**config.mk**
```make
export PLATFORM = sky130hd
export DESIGN_NAME = ftp_passive_reply_parser_flat
export DESIGN_NICKNAME = d
export VERILOG_FILES = /design/src/design/fpr_pkg.sv /design/src/design/fpr_channels.sv /design/src/design/fpr_in_stage.sv /design/src/design/fpr_parser.sv /design/src/design/fpr_out_stage.sv /design/src/design/ftp_passive_reply_parser.sv /design/src/flat_wrapper.sv
export SDC_FILE = /design/constraint.sdc
export NUM_CORES = 1
export LEC_CHECK = 0
export BUFFER_PORTS_ARGS = -buffer_cell sky130_fd_sc_hd__buf_2
export CORE_UTILIZATION = 53
export DETAILED_ROUTE_END_ITERATION = 10
export GPL_TIMING_DRIVEN = 0
export PLACE_DENSITY_LB_ADDON = 0.2
export SLEW_MARGIN = 20
export SYNTH_ARGS = -nofsm -noshare
export SYNTH_HDL_FRONTEND = slang
export SYNTH_SLANG_ARGS = --single-unit
```
**constraint.sdc**
```tcl
create_clock -name clock -period 3.2 [get_ports clock]
set_input_delay 0.32 -clock clock [delete_from_list [all_inputs] [get_ports clock]]
set_output_delay 0.32 -clock clock [all_outputs]
set_load 0.1 [all_outputs]
```
**src/design/fpr_pkg.sv**
```systemverilog
// ----------------------------------------------------------------------------
// FTP passive reply parser package
// Phase encoding, character codes, beat and result types, and the
// decimal accumulate helpers.
// ----------------------------------------------------------------------------
package fpr_pkg;

   typedef enum logic [2:0] {
      PHASE_CODE = 3'd0,
      PHASE_SEEK = 3'd1,
      PHASE_HOST = 3'd2,
      PHASE_PORT = 3'd3,
      PHASE_EOL  = 3'd4
   } phase_type;

   localparam logic [7:0] CHAR_SPACE   = 8'h20;
   localparam logic [7:0] CHAR_LPAREN  = 8'h28;
   localparam logic [7:0] CHAR_RPAREN  = 8'h29;
   localparam logic [7:0] CHAR_COMMA   = 8'h2C;
   localparam logic [7:0] CHAR_NEWLINE = 8'h0A;
   localparam logic [7:0] CHAR_ZERO    = 8'h30;
   localparam logic [7:0] CHAR_NINE    = 8'h39;

   localparam logic [2:0] HOST_COMMAS     = 3'd4;
   localparam logic [1:0] CODE_DIGITS_MAX = 2'd3;
   localparam logic [7:0] PART_MAX        = 8'd255;
   localparam logic [9:0] CODE_MAX        = 10'd999;

   typedef struct packed {
      logic       valid;
      logic [7:0] data;
   } beat_type;

   typedef struct packed {
      logic [9:0]  reply_code;
      logic [15:0] data_port;
      logic        port_overflow;
   } result_type;

   typedef struct packed {
      logic [7:0] value;
      logic       overflow;
   } part_type;

   function automatic logic is_digit(input logic [7:0] b);
      return (b >= CHAR_ZERO) && (b <= CHAR_NINE);
   endfunction

   // Adds one decimal digit to a port part, holding it at the part maximum.
   function automatic part_type accumulate_part(input logic [7:0] part,
                                                input logic [3:0] digit);
      logic [11:0] sum;
      part_type    r;
      sum = {4'd0, part} * 12'd10 + {8'd0, digit};
      if (sum > {4'd0, PART_MAX}) begin
         r.value    = PART_MAX;
         r.overflow = 1'b1;
      end else begin
         r.value    = sum[7:0];
         r.overflow = 1'b0;
      end
      return r;
   endfunction

   function automatic logic [9:0] accumulate_code(input logic [9:0] code,
                                                  input logic [3:0] digit);
      logic [13:0] sum;
      sum = {4'd0, code} * 14'd10 + {10'd0, digit};
      return sum[9:0];
   endfunction

endpackage

```
**src/design/fpr_channels.sv**
```systemverilog
// ----------------------------------------------------------------------------
// FTP passive reply parser channels
// Valid/ready interfaces for the byte input and the result output.
// ----------------------------------------------------------------------------
interface fpr_req_if;
   logic       valid;
   logic       ready;
   logic [7:0] byte_in;

   modport source (output valid, output byte_in, input ready);
   modport sink (input valid, input byte_in, output ready);
endinterface

interface fpr_rsp_if;
   logic        valid;
   logic        ready;
   logic [9:0]  reply_code;
   logic [15:0] data_port;
   logic        port_overflow;

   modport source (output valid, output reply_code, output data_port,
                   output port_overflow, input ready);
   modport sink (input valid, input reply_code, input data_port,
                 input port_overflow, output ready);
endinterface

```
**src/design/fpr_in_stage.sv**
```systemverilog
// ----------------------------------------------------------------------------
// FTP passive reply parser input stage
// Holds one received byte until the parser consumes it.
// ----------------------------------------------------------------------------
module fpr_in_stage (
   input  logic             clock,
   input  logic             reset,
   fpr_req_if.sink          req,
   input  logic             advance,
   output fpr_pkg::beat_type beat
);

   logic       valid_ff;
   logic       valid_in;
   logic [7:0] data_ff;
   logic       accept;

   assign req.ready = !reset && (!valid_ff || advance);
   assign accept    = req.valid && req.ready;

   always_comb begin
      if (accept) begin
         valid_in = 1'b1;
      end else if (advance) begin
         valid_in = 1'b0;
      end else begin
         valid_in = valid_ff;
      end
   end

   always_ff @(posedge clock) begin
      if (reset) begin
         valid_ff <= 1'b0;
      end else begin
         valid_ff <= valid_in;
      end
   end

   always_ff @(posedge clock) begin
      if (accept) begin
         data_ff <= req.byte_in;
      end
   end

   assign beat.valid = valid_ff;
   assign beat.data  = data_ff;

endmodule

```
**src/design/fpr_parser.sv**
```systemverilog
// ----------------------------------------------------------------------------
// FTP passive reply parser phase machine
// Walks the reply line one byte per beat and forms the result on newline.
// ----------------------------------------------------------------------------
module fpr_parser (
   input  logic               clock,
   input  logic               reset,
   input  logic               advance,
   input  logic [7:0]         data,
   output logic               emit,
   output fpr_pkg::result_type result
);

   fpr_pkg::phase_type phase_ff, phase_in;
   logic [2:0]         comma_count_ff, comma_count_in;
   logic [9:0]         code_value_ff, code_value_in;
   logic [1:0]         code_digits_ff, code_digits_in;
   logic [7:0]         high_part_ff, high_part_in;
   logic [7:0]         low_part_ff, low_part_in;
   logic               in_low_part_ff, in_low_part_in;
   logic               overflow_ff, overflow_in;
   logic [7:0]         digit_full;
   logic [3:0]         digit;
   logic [2:0]         comma_next;
   fpr_pkg::part_type  high_acc;
   fpr_pkg::part_type  low_acc;

   assign digit_full = data - fpr_pkg::CHAR_ZERO;
   assign digit      = digit_full[3:0];
   assign comma_next = comma_count_ff + 3'd1;
   assign high_acc   = fpr_pkg::accumulate_part(high_part_ff, digit);
   assign low_acc    = fpr_pkg::accumulate_part(low_part_ff, digit);

   assign result.reply_code    = code_value_ff;
   assign result.data_port     = {high_part_ff, low_part_ff};
   assign result.port_overflow = overflow_ff;

   always_comb begin
      phase_in       = phase_ff;
      comma_count_in = comma_count_ff;
      code_value_in  = code_value_ff;
      code_digits_in = code_digits_ff;
      high_part_in   = high_part_ff;
      low_part_in    = low_part_ff;
      in_low_part_in = in_low_part_ff;
      overflow_in    = overflow_ff;
      emit           = 1'b0;
      if (advance) begin
         unique case (phase_ff)
            fpr_pkg::PHASE_CODE: begin
               if (data == fpr_pkg::CHAR_SPACE) begin
                  phase_in = fpr_pkg::PHASE_SEEK;
               end else if (fpr_pkg::is_digit(data) &&
                            (code_digits_ff < fpr_pkg::CODE_DIGITS_MAX)) begin
                  code_value_in  = fpr_pkg::accumulate_code(code_value_ff, digit);
                  code_digits_in = code_digits_ff + 2'd1;
               end
            end
            fpr_pkg::PHASE_SEEK: begin
               if (data == fpr_pkg::CHAR_LPAREN) begin
                  phase_in = fpr_pkg::PHASE_HOST;
               end
            end
            fpr_pkg::PHASE_HOST: begin
               if (data == fpr_pkg::CHAR_COMMA) begin
                  comma_count_in = comma_next;
                  if (comma_next == fpr_pkg::HOST_COMMAS) begin
                     phase_in       = fpr_pkg::PHASE_PORT;
                     high_part_in   = 8'd0;
                     low_part_in    = 8'd0;
                     in_low_part_in = 1'b0;
                  end
               end
            end
            fpr_pkg::PHASE_PORT: begin
               if (data == fpr_pkg::CHAR_RPAREN) begin
                  phase_in = fpr_pkg::PHASE_EOL;
               end else if (data == fpr_pkg::CHAR_COMMA) begin
                  in_low_part_in = 1'b1;
               end else if (fpr_pkg::is_digit(data)) begin
                  if (in_low_part_ff) begin
                     low_part_in = low_acc.value;
                     overflow_in = overflow_ff | low_acc.overflow;
                  end else begin
                     high_part_in = high_acc.value;
                     overflow_in  = overflow_ff | high_acc.overflow;
                  end
               end
            end
            fpr_pkg::PHASE_EOL: begin
               if (data == fpr_pkg::CHAR_NEWLINE) begin
                  emit           = 1'b1;
                  phase_in       = fpr_pkg::PHASE_CODE;
                  comma_count_in = 3'd0;
                  code_value_in  = 10'd0;
                  code_digits_in = 2'd0;
                  high_part_in   = 8'd0;
                  low_part_in    = 8'd0;
                  in_low_part_in = 1'b0;
                  overflow_in    = 1'b0;
               end
            end
            default: begin
               phase_in       = fpr_pkg::PHASE_CODE;
               comma_count_in = 3'd0;
               code_value_in  = 10'd0;
               code_digits_in = 2'd0;
               high_part_in   = 8'd0;
               low_part_in    = 8'd0;
               in_low_part_in = 1'b0;
               overflow_in    = 1'b0;
            end
         endcase
      end
   end

   always_ff @(posedge clock) begin
      if (reset) begin
         phase_ff       <= fpr_pkg::PHASE_CODE;
         comma_count_ff <= 3'd0;
         code_value_ff  <= 10'd0;
         code_digits_ff <= 2'd0;
         high_part_ff   <= 8'd0;
         low_part_ff    <= 8'd0;
         in_low_part_ff <= 1'b0;
         overflow_ff    <= 1'b0;
      end else begin
         phase_ff       <= phase_in;
         comma_count_ff <= comma_count_in;
         code_value_ff  <= code_value_in;
         code_digits_ff <= code_digits_in;
         high_part_ff   <= high_part_in;
         low_part_ff    <= low_part_in;
         in_low_part_ff <= in_low_part_in;
         overflow_ff    <= overflow_in;
      end
   end

endmodule

```
**src/design/fpr_out_stage.sv**
```systemverilog
// ----------------------------------------------------------------------------
// FTP passive reply parser result stage
// Holds one finished result until the downstream side takes the beat.
// ----------------------------------------------------------------------------
module fpr_out_stage (
   input  logic               clock,
   input  logic               reset,
   input  logic               load,
   input  fpr_pkg::result_type result,
   output logic               slot_free,
   fpr_rsp_if.source          rsp
);

   logic                valid_ff;
   logic                valid_in;
   fpr_pkg::result_type result_ff;

   always_comb begin
      if (load) begin
         valid_in = 1'b1;
      end else if (rsp.ready) begin
         valid_in = 1'b0;
      end else begin
         valid_in = valid_ff;
      end
   end

   always_ff @(posedge clock) begin
      if (reset) begin
         valid_ff <= 1'b0;
      end else begin
         valid_ff <= valid_in;
      end
   end

   always_ff @(posedge clock) begin
      if (load) begin
         result_ff <= result;
      end
   end

   assign slot_free         = !valid_ff || rsp.ready;
   assign rsp.valid         = valid_ff && !reset;
   assign rsp.reply_code    = result_ff.reply_code;
   assign rsp.data_port     = result_ff.data_port;
   assign rsp.port_overflow = result_ff.port_overflow;

endmodule

```
**src/design/ftp_passive_reply_parser.sv**
```systemverilog
// ----------------------------------------------------------------------------
// FTP passive reply parser
// A newline byte is registered in the input stage, then its result in the result stage.
// Throughput: one byte per cycle, unless a waiting result is held by the downstream side.
// Input and result registers let a byte enter while a result waits.
// Reset is synchronous and returns the parser to reading the reply code.
// ----------------------------------------------------------------------------
module ftp_passive_reply_parser (
   input  logic      clock,
   input  logic      reset,
   fpr_req_if.sink   req_bus,
   fpr_rsp_if.source rsp_bus
);

   fpr_pkg::beat_type   beat;
   fpr_pkg::result_type result;
   logic                advance;
   logic                emit;
   logic                slot_free;

   assign advance = beat.valid && slot_free;

   fpr_in_stage u_in_stage (
      .clock   (clock),
      .reset   (reset),
      .req     (req_bus),
      .advance (advance),
      .beat    (beat)
   );

   fpr_parser u_parser (
      .clock   (clock),
      .reset   (reset),
      .advance (advance),
      .data    (beat.data),
      .emit    (emit),
      .result  (result)
   );

   fpr_out_stage u_out_stage (
      .clock     (clock),
      .reset     (reset),
      .load      (emit),
      .result    (result),
      .slot_free (slot_free),
      .rsp       (rsp_bus)
   );

endmodule

```
**src/flat_wrapper.sv**
```systemverilog
// flat-port wrapper written by rule: the top's interface ports become plain ports
module ftp_passive_reply_parser_flat 
  (clock, reset, req_bus_valid, req_bus_byte_in, req_bus_ready, rsp_bus_valid, rsp_bus_reply_code, rsp_bus_data_port, rsp_bus_port_overflow, rsp_bus_ready);
  fpr_req_if req_bus_i ();
  fpr_rsp_if rsp_bus_i ();
  input  logic clock;
  input  logic reset;
  input wire logic [$bits(req_bus_i.valid)-1:0] req_bus_valid;
  input wire logic [$bits(req_bus_i.byte_in)-1:0] req_bus_byte_in;
  output wire logic [$bits(req_bus_i.ready)-1:0] req_bus_ready;
  output wire logic [$bits(rsp_bus_i.valid)-1:0] rsp_bus_valid;
  output wire logic [$bits(rsp_bus_i.reply_code)-1:0] rsp_bus_reply_code;
  output wire logic [$bits(rsp_bus_i.data_port)-1:0] rsp_bus_data_port;
  output wire logic [$bits(rsp_bus_i.port_overflow)-1:0] rsp_bus_port_overflow;
  input wire logic [$bits(rsp_bus_i.ready)-1:0] rsp_bus_ready;
  assign req_bus_i.valid = req_bus_valid;
  assign req_bus_i.byte_in = req_bus_byte_in;
  assign req_bus_ready = req_bus_i.ready;
  assign rsp_bus_valid = rsp_bus_i.valid;
  assign rsp_bus_reply_code = rsp_bus_i.reply_code;
  assign rsp_bus_data_port = rsp_bus_i.data_port;
  assign rsp_bus_port_overflow = rsp_bus_i.port_overflow;
  assign rsp_bus_i.ready = rsp_bus_ready;
  ftp_passive_reply_parser u_core (.clock(clock), .reset(reset), .req_bus(req_bus_i), .rsp_bus(rsp_bus_i));
endmodule
```
# --- After elaboration in Yosys (flattened, before gate mapping) ---
# Index checks and enable logic that the tools add are counted.
totals:
  regBits: 73
  input_bits: 12
  output_inout_bits: 29
  wordCells: 133
op_classes:
  add_sub_neg: 6
  multipliers: 3
  magnitude_cmp: 5
  eq_ne: 24
  mux: 50
  bitwise_logic: 6
  n_reduce_logical: 25
op_table:
  columns: ["operator", "n"]
  rows:
  - ["two-way mux 8 bit", 11]
  - ["one-hot mux 8 bit (4 select lines)", 2]
  - ["== test 8 x 6 -> 1 bit (second input constant)", 4]
  - ["two-way mux 10 bit", 3]
  - ["one-hot mux 10 bit (3 select lines)", 1]
  - ["inequality test 2 bit (second input constant)", 14]
  - ["adder 12 x 4 -> 12 bit", 2]
  - ["greater-than comparator 12 x 8 -> 1 bit (second input constant)", 2]
  - ["multiplier 8 x 3 -> 11 bit (second input constant)", 2]
  - ["two-way mux 3 bit", 7]
  - ["two-way mux 9 bit", 2]
  - ["AND reduction 9 bit", 2]
  - ["two-way mux 1 bit", 16]
  - ["one-hot mux 3 bit (5 select lines)", 1]
  - ["AND reduction 7 bit", 2]
  - ["adder 10 x 4 -> 10 bit", 1]
  - ["multiplier 10 x 3 -> 9 bit (second input constant)", 1]
  - ["one-hot mux 3 bit (3 select lines)", 1]
  - ["OR reduction 3 bit", 3]
  - ["== test 8 x 4 -> 1 bit (second input constant)", 1]
  - ["greater-or-equal comparator 8 x 6 -> 1 bit (second input constant)", 1]
  - ["<= comparator 8 x 6 -> 1 bit (second input constant)", 1]
  - ["== test 3 x 2 -> 1 bit (second input constant)", 2]
  - ["== test 3 bit (second input constant)", 2]
  - ["20 further kinds", 35]

# --- Depth between registers and ports, before layout ---
depth:
  word_depth: 10
  ltp_mapped: 10
  mapped_depth_nobuf: 10

# --- Hierarchy ---
# Synthesis repeated with hierarchy kept, for this count alone.
unflattened:
  hier_cells: 388
  hier_area_um2: 4254.1
by_module_without_submodules:
  columns: ["mod", "instances", "cells_each", "area_per_inst_um2", "seq_area_each_um2"]
  rows:
  - ["fpr_parser", 1, 341, 3076.7, 720.7]
  - ["fpr_out_stage", 1, 32, 863.3, 830.8]
  - ["fpr_in_stage", 1, 14, 307.8, 260.2]
  - ["ftp_passive_reply_parser", 1, 1, 6.3, 0.0]

# --- Worst setup path after synthesis ---
# OpenSTA, ideal clock, no wires.
synth_path:
  path_type: "flip-flop to flip-flop"
  start: "register u_core.u_parser.high_part_ff[1]"
  end: "register u_core.u_parser.high_part_ff[2]"
  setup_ns: 0.122
  arrival_time_ns: 2.716
  required_time_ns: 3.078
  setup_slack_ns: 0.362
  stages_incl_launch_ff: 10
  n_path_buf: 0
  synth_period_minus_slack_ns: 2.838
  path_cell_list: "dfxtp_1 > ha_1 > ha_1 > fa_1 > a211oi_1 > nor2_1 > or4_1 > a21bo_2 > o21ba_2 > a221o_1"
synth_via:
  elab_chain_cells: 9
synth_rtl:
  columns: ["item", "line", "text"]
  rows:
  - ["start, declared", "fpr_parser.sv:18", "logic [7:0] high_part_ff, high_part_in;"]
  - ["start signal, assigned", "fpr_parser.sv:132", "high_part_ff <= high_part_in;"]
  - ["multiplier 8 x 3 -> 11 bit *", "fpr_pkg.sv:54", "sum = {4'd0, part} * 12'd10 + {8'd0, digit};"]
  - ["adder 12 x 4 -> 12 bit *", "fpr_pkg.sv:54", null]
  - ["greater-than comparator 12 x 8 -> 1 bit", "fpr_pkg.sv:55", "if (sum > {4'd0, PART_MAX}) begin"]
  - ["two-way mux 9 bit *", "fpr_pkg.sv:55", null]
  - ["two-way mux 8 bit *", "fpr_parser.sv:81", "if (in_low_part_ff) begin"]
  - ["two-way mux 8 bit *", "fpr_parser.sv:80", "end else if (fpr_pkg::is_digit(data)) begin"]
  - ["two-way mux 8 bit *", "fpr_parser.sv:78", "end else if (data == fpr_pkg::CHAR_COMMA) begin"]
  - ["two-way mux 8 bit *", "fpr_parser.sv:76", "if (data == fpr_pkg::CHAR_RPAREN) begin"]
  - ["one-hot mux 8 bit (4 select lines) *", "fpr_parser.sv:49", "unique case (phase_ff)"]
# Mark *: on every way between the ends. The rest lies on a longest branch, timed or not. The select of a mux whose other input is x is not followed.
# A chain may end at the register's enable or synchronous reset.

# --- Worst setup path after layout ---
layout_path:
  start: "register u_core.u_parser.high_part_ff[1]"
  end: "register u_core.u_parser.high_part_ff[4]"
# The elaborated chain is that of the path after synthesis.

==> flow_metrics.env <==
export IMPL_r2r_start="u_core.u_parser.high_part_ff[1]"
export IMPL_startpoint="u_core.u_parser.high_part_ff[1]"
export IMPL_cp_endpoint="u_core.u_parser.high_part_ff[4]"
export IMPL_h_tree_depth=3
export IMPL_cp_max_fo=5
export IMPL_vdd_drop_max_mv=0.202
export IMPL_yosysTopAreaCell="edfxtp_1"
export IMPL_drtAntennaViolNets=0
export IMPL_die_h_um=91.4
export IMPL_synthDistinctLibCells=57
export IMPL_regToRegSetupSlack_ps=120
export IMPL_clock_sinks=73
export IMPL_vias=3176
export IMPL_path_class="reg2reg"
export IMPL_maxSlewViolCount=0
export IMPL_switching_share_pct=21.9
export IMPL_power_frac_seq_pct=57.6
export IMPL_numCtsBuffers=9
export IMPL_portBuffers=40
export IMPL_r2r_cells=9
export IMPL_cpPeakStageDelay_ps=460
export IMPL_period_needed_ps=3080
export IMPL_async_reset_ff_share_pct=0
export IMPL_p_int_uw=1350
export IMPL_cts_root_buffer_cell="clkbuf_8"
export IMPL_drt_iter0_drc=96
export IMPL_drive_above_1_share_pct=14.9
export IMPL_setup_ws_ps=120
export IMPL_wirelength_um=8200
export IMPL_clk_latency_ps=350
export IMPL_setup_viol=0
export IMPL_synthCells=393
export IMPL_maxCapViolCount=0
export IMPL_cts_resized=0
export IMPL_tns_ps=0
export IMPL_cts_tree="built"
export IMPL_grt_max_degree=29
export IMPL_fill_cells=675
export IMPL_synth_top_cell_area_share_pct=24.8
export IMPL_status="complete, no violations"
export IMPL_diodes=0
export IMPL_start_util_pct=54.8
export IMPL_critPathMostFrequentCell="ha_1"
export IMPL_p_leak_uw=0.00204
export IMPL_grt_total_usage_pct=21.6
export IMPL_comb_power_share_pct=3.0
export IMPL_cts_setup_buffers=0
export IMPL_worst_pin_slew_ps=697
export IMPL_rsz0062_at_grt="false"
export IMPL_syn_area_sq_um=4230
export IMPL_syn_avg_cell_area_sq_um=10.8
export IMPL_fin_nets=509
export IMPL_slew_headroom_pct=53.5
export IMPL_place_hpwl_um=6090
export IMPL_fin_crit_sh_pct=96.3
export IMPL_finalInstanceArea_sq_um=4760
export IMPL_synth_top_cells_by_count="ha_1 (47), dfxtp_1 (38), edfxtp_1 (35)"
export IMPL_cp_end_kind="flop"
export IMPL_synth_main_ff_cell="dfxtp_1"
export IMPL_synth_most_common_cell="ha_1"
export IMPL_post_drt_wl_per_cell_um=14.9
export IMPL_ys_ff_latch=73
export IMPL_critPathLaunchType="flop"
export IMPL_die_x_um=91.4
export IMPL_die_area_sq_um=8350
export IMPL_routed_via_density=5.76
export IMPL_p_switching_uw=377
export IMPL_hold_path_class="in2reg"
export IMPL_core_area_sq_um=7730
export IMPL_cts_hold_buf=0
export IMPL_ys_warn_count=0
export IMPL_place_gp_congestion=0.907
export IMPL_fin_worst_skew_ps=14.2
export IMPL_synth_edf_count=35
export IMPL_crit_arrival_ps=3320
export IMPL_drtPass1Iterations=4
export IMPL_area_growth_pct=12.3
export IMPL_synth_nets=458
export IMPL_cp_cell_sequence="ha_1 -> ha_1 -> fa_1 -> a211oi_1 -> nor2_1 -> or4_1 -> a21bo_2 -> o21ba_2 -> a221o_1"
export IMPL_hold_viol_final=0
export IMPL_ys_seq_area_share_pct=42.8
export IMPL_slowest_stage="dfxtp_1"
export IMPL_grt_pass1_vias=3124
export IMPL_dpl_cell_area_sq_um=4560
export IMPL_row_count=32
export IMPL_pin_count=41
export IMPL_synthTopCellsByArea="edfxtp_1 (25%), dfxtp_1 (18%), ha_1 (14%), nor2_1 (2.9%), fa_1 (2.8%)"
export IMPL_cts_path_max_buffers=2
export IMPL_p_clk_share_pct=39.4
export IMPL_dp_worst_setup_slack_ps=142
export IMPL_grt_pass1_wl_um=14200
export IMPL_worstPathRequired_ps=3440
export IMPL_power_density_nw_per_um2=363
export IMPL_crit_reg2reg_capture="u_core.u_parser.high_part_ff[4]"
export IMPL_drc_errors=0
export IMPL_antenna_found_initial=0
export IMPL_fmax_mhz=325
export IMPL_grt_ovfl_total=0
export IMPL_clk_pin_slew_worst_paths_ps=80
## cell usage in the layout (no fill, tap or decap), drive strengths merged, types with 5 or more instances in the layout
| master | instances |
|---|---|
| nand2b | 5 |
| inv | 14 |
| nor4 | 6 |
| xor2 | 13 |
| ha | 47 |
| clkbuf | 21 |
| edfxtp | 35 |
| and3 | 5 |
| o21ai | 13 |
| a211oi | 5 |
| nand2 | 10 |
| buf | 40 |
| mux2i | 5 |
| xnor2 | 10 |
| nor3 | 12 |
| fa | 6 |
| dfxtp | 38 |
| a21o | 15 |
| a221o | 5 |
| a21oi | 19 |
| nor2 | 33 |
| nand3 | 8 |
| nor3b | 7 |
| a22oi | 9 |
| nor2b | 6 |
| a31oi | 10 |
| nand4 | 6 |
## area by class of cell
cell class	instances	area (sq um)	area share [%]
Clock buffer	14	174	3.66
Multi-Input combinational cell	299	2350	49.4
Sequential cell	73	1810	38.1
Timing Repair Buffer	40	200	4.21
Clock inverter	2	12.5	0.263
Inverter	14	52.6	1.10
Buffer	7	26.3	0.552
Tap cell	102	128	2.68
## worst max-delay path: cells and delay by family (launching register included)
kind	cells	cell delay (ps)
and+or+nand+nor	2	510
AOI/OAI and AO/OA	4	1060
adders and majority gates	3	950
DFF	1	460
## how the worst min path moves through the flow
stage | start | depth (start not counted) | end | slack [ps]
after global routing | req_bus_byte_in[6] | 1 | u_core.u_in_stage.data_ff[6] | 120
after global placement | u_core.u_parser.code_value_ff[9] | 0 | u_core.u_out_stage.rsp.reply_code[9] | 430
after CTS | req_bus_byte_in[1] | 1 | u_core.u_in_stage.data_ff[1] | 120
final | req_bus_byte_in[1] | 1 | u_core.u_in_stage.data_ff[1] | 140
after detailed placement | u_core.u_parser.code_value_ff[9] | 0 | u_core.u_out_stage.rsp.reply_code[9] | 430
after floorplan | u_core.u_parser.code_value_ff[9] | 0 | u_core.u_out_stage.rsp.reply_code[9] | 410
## routing by layer
layer	track usage [%]	share of wire [%]	up-vias
met2	35.9	48	41
met5	0	0	-
met1	26.7	48	1513
li1	-	-	1609
met4	11.2	1.6	0
met3	3.77	2.4	13
## cell families (layout without fill, tap and decap cells)
logic type | after synthesis | in the layout | synth area share, %
and+or+nand+nor | 118 | 118 | 15.7
AOI/OAI and AO/OA | 98 | 98 | 16.4
DFF | 73 | 73 | 42.8
adders and majority gates | 53 | 53 | 16.7
xor gates and xnor gates | 23 | 23 | 4.76
buffers and inverters | 21 | 77 | 1.86
muxes | 7 | 7 | 1.71
## power by group through the flow
stage	clock [uW]	combinational [uW]	sequential [uW]
3_5_place_dp	0	51.5	1020
4_1_cts	696	51.7	994
3_3_place_gp	0	50.4	1020
5_1_grt	727	58.1	996
2_1_floorplan	0	35.2	1010
6_report	679	51.8	994
## stage by stage
| stage | util (%) | power, uW | hold slack (ps) | instances |
|---|---|---|---|---|
| floorplan | - | 1050 | 408 | 393 |
| global placement | 59.0 | 1070 | 426 | 535 |
| detailed placement | 59.1 | 1070 | 428 | 535 |
| CTS | 61.5 | 1740 | 119 | 551 |
| global route | 61.5 | 1780 | 116 | 551 |
| finish | 61.5 | 1730 | 135 | 551 |
## registers in the layout, summed over array words and instances (netlist names), 2 cells and up
name                               cells
u_core.u_parser.high_part_ff           8
u_core.u_out_stage.rsp.reply_code     10
u_core.u_in_stage.data_ff              8
u_core.u_parser.phase_ff               3
u_core.u_out_stage.rsp.data_port      16
u_core.u_parser.low_part_ff            8
u_core.u_parser.comma_count_ff         3
u_core.u_parser.code_value_ff         10
u_core.u_parser.code_digits_ff         2
Power figures use the tool's default switching activity.
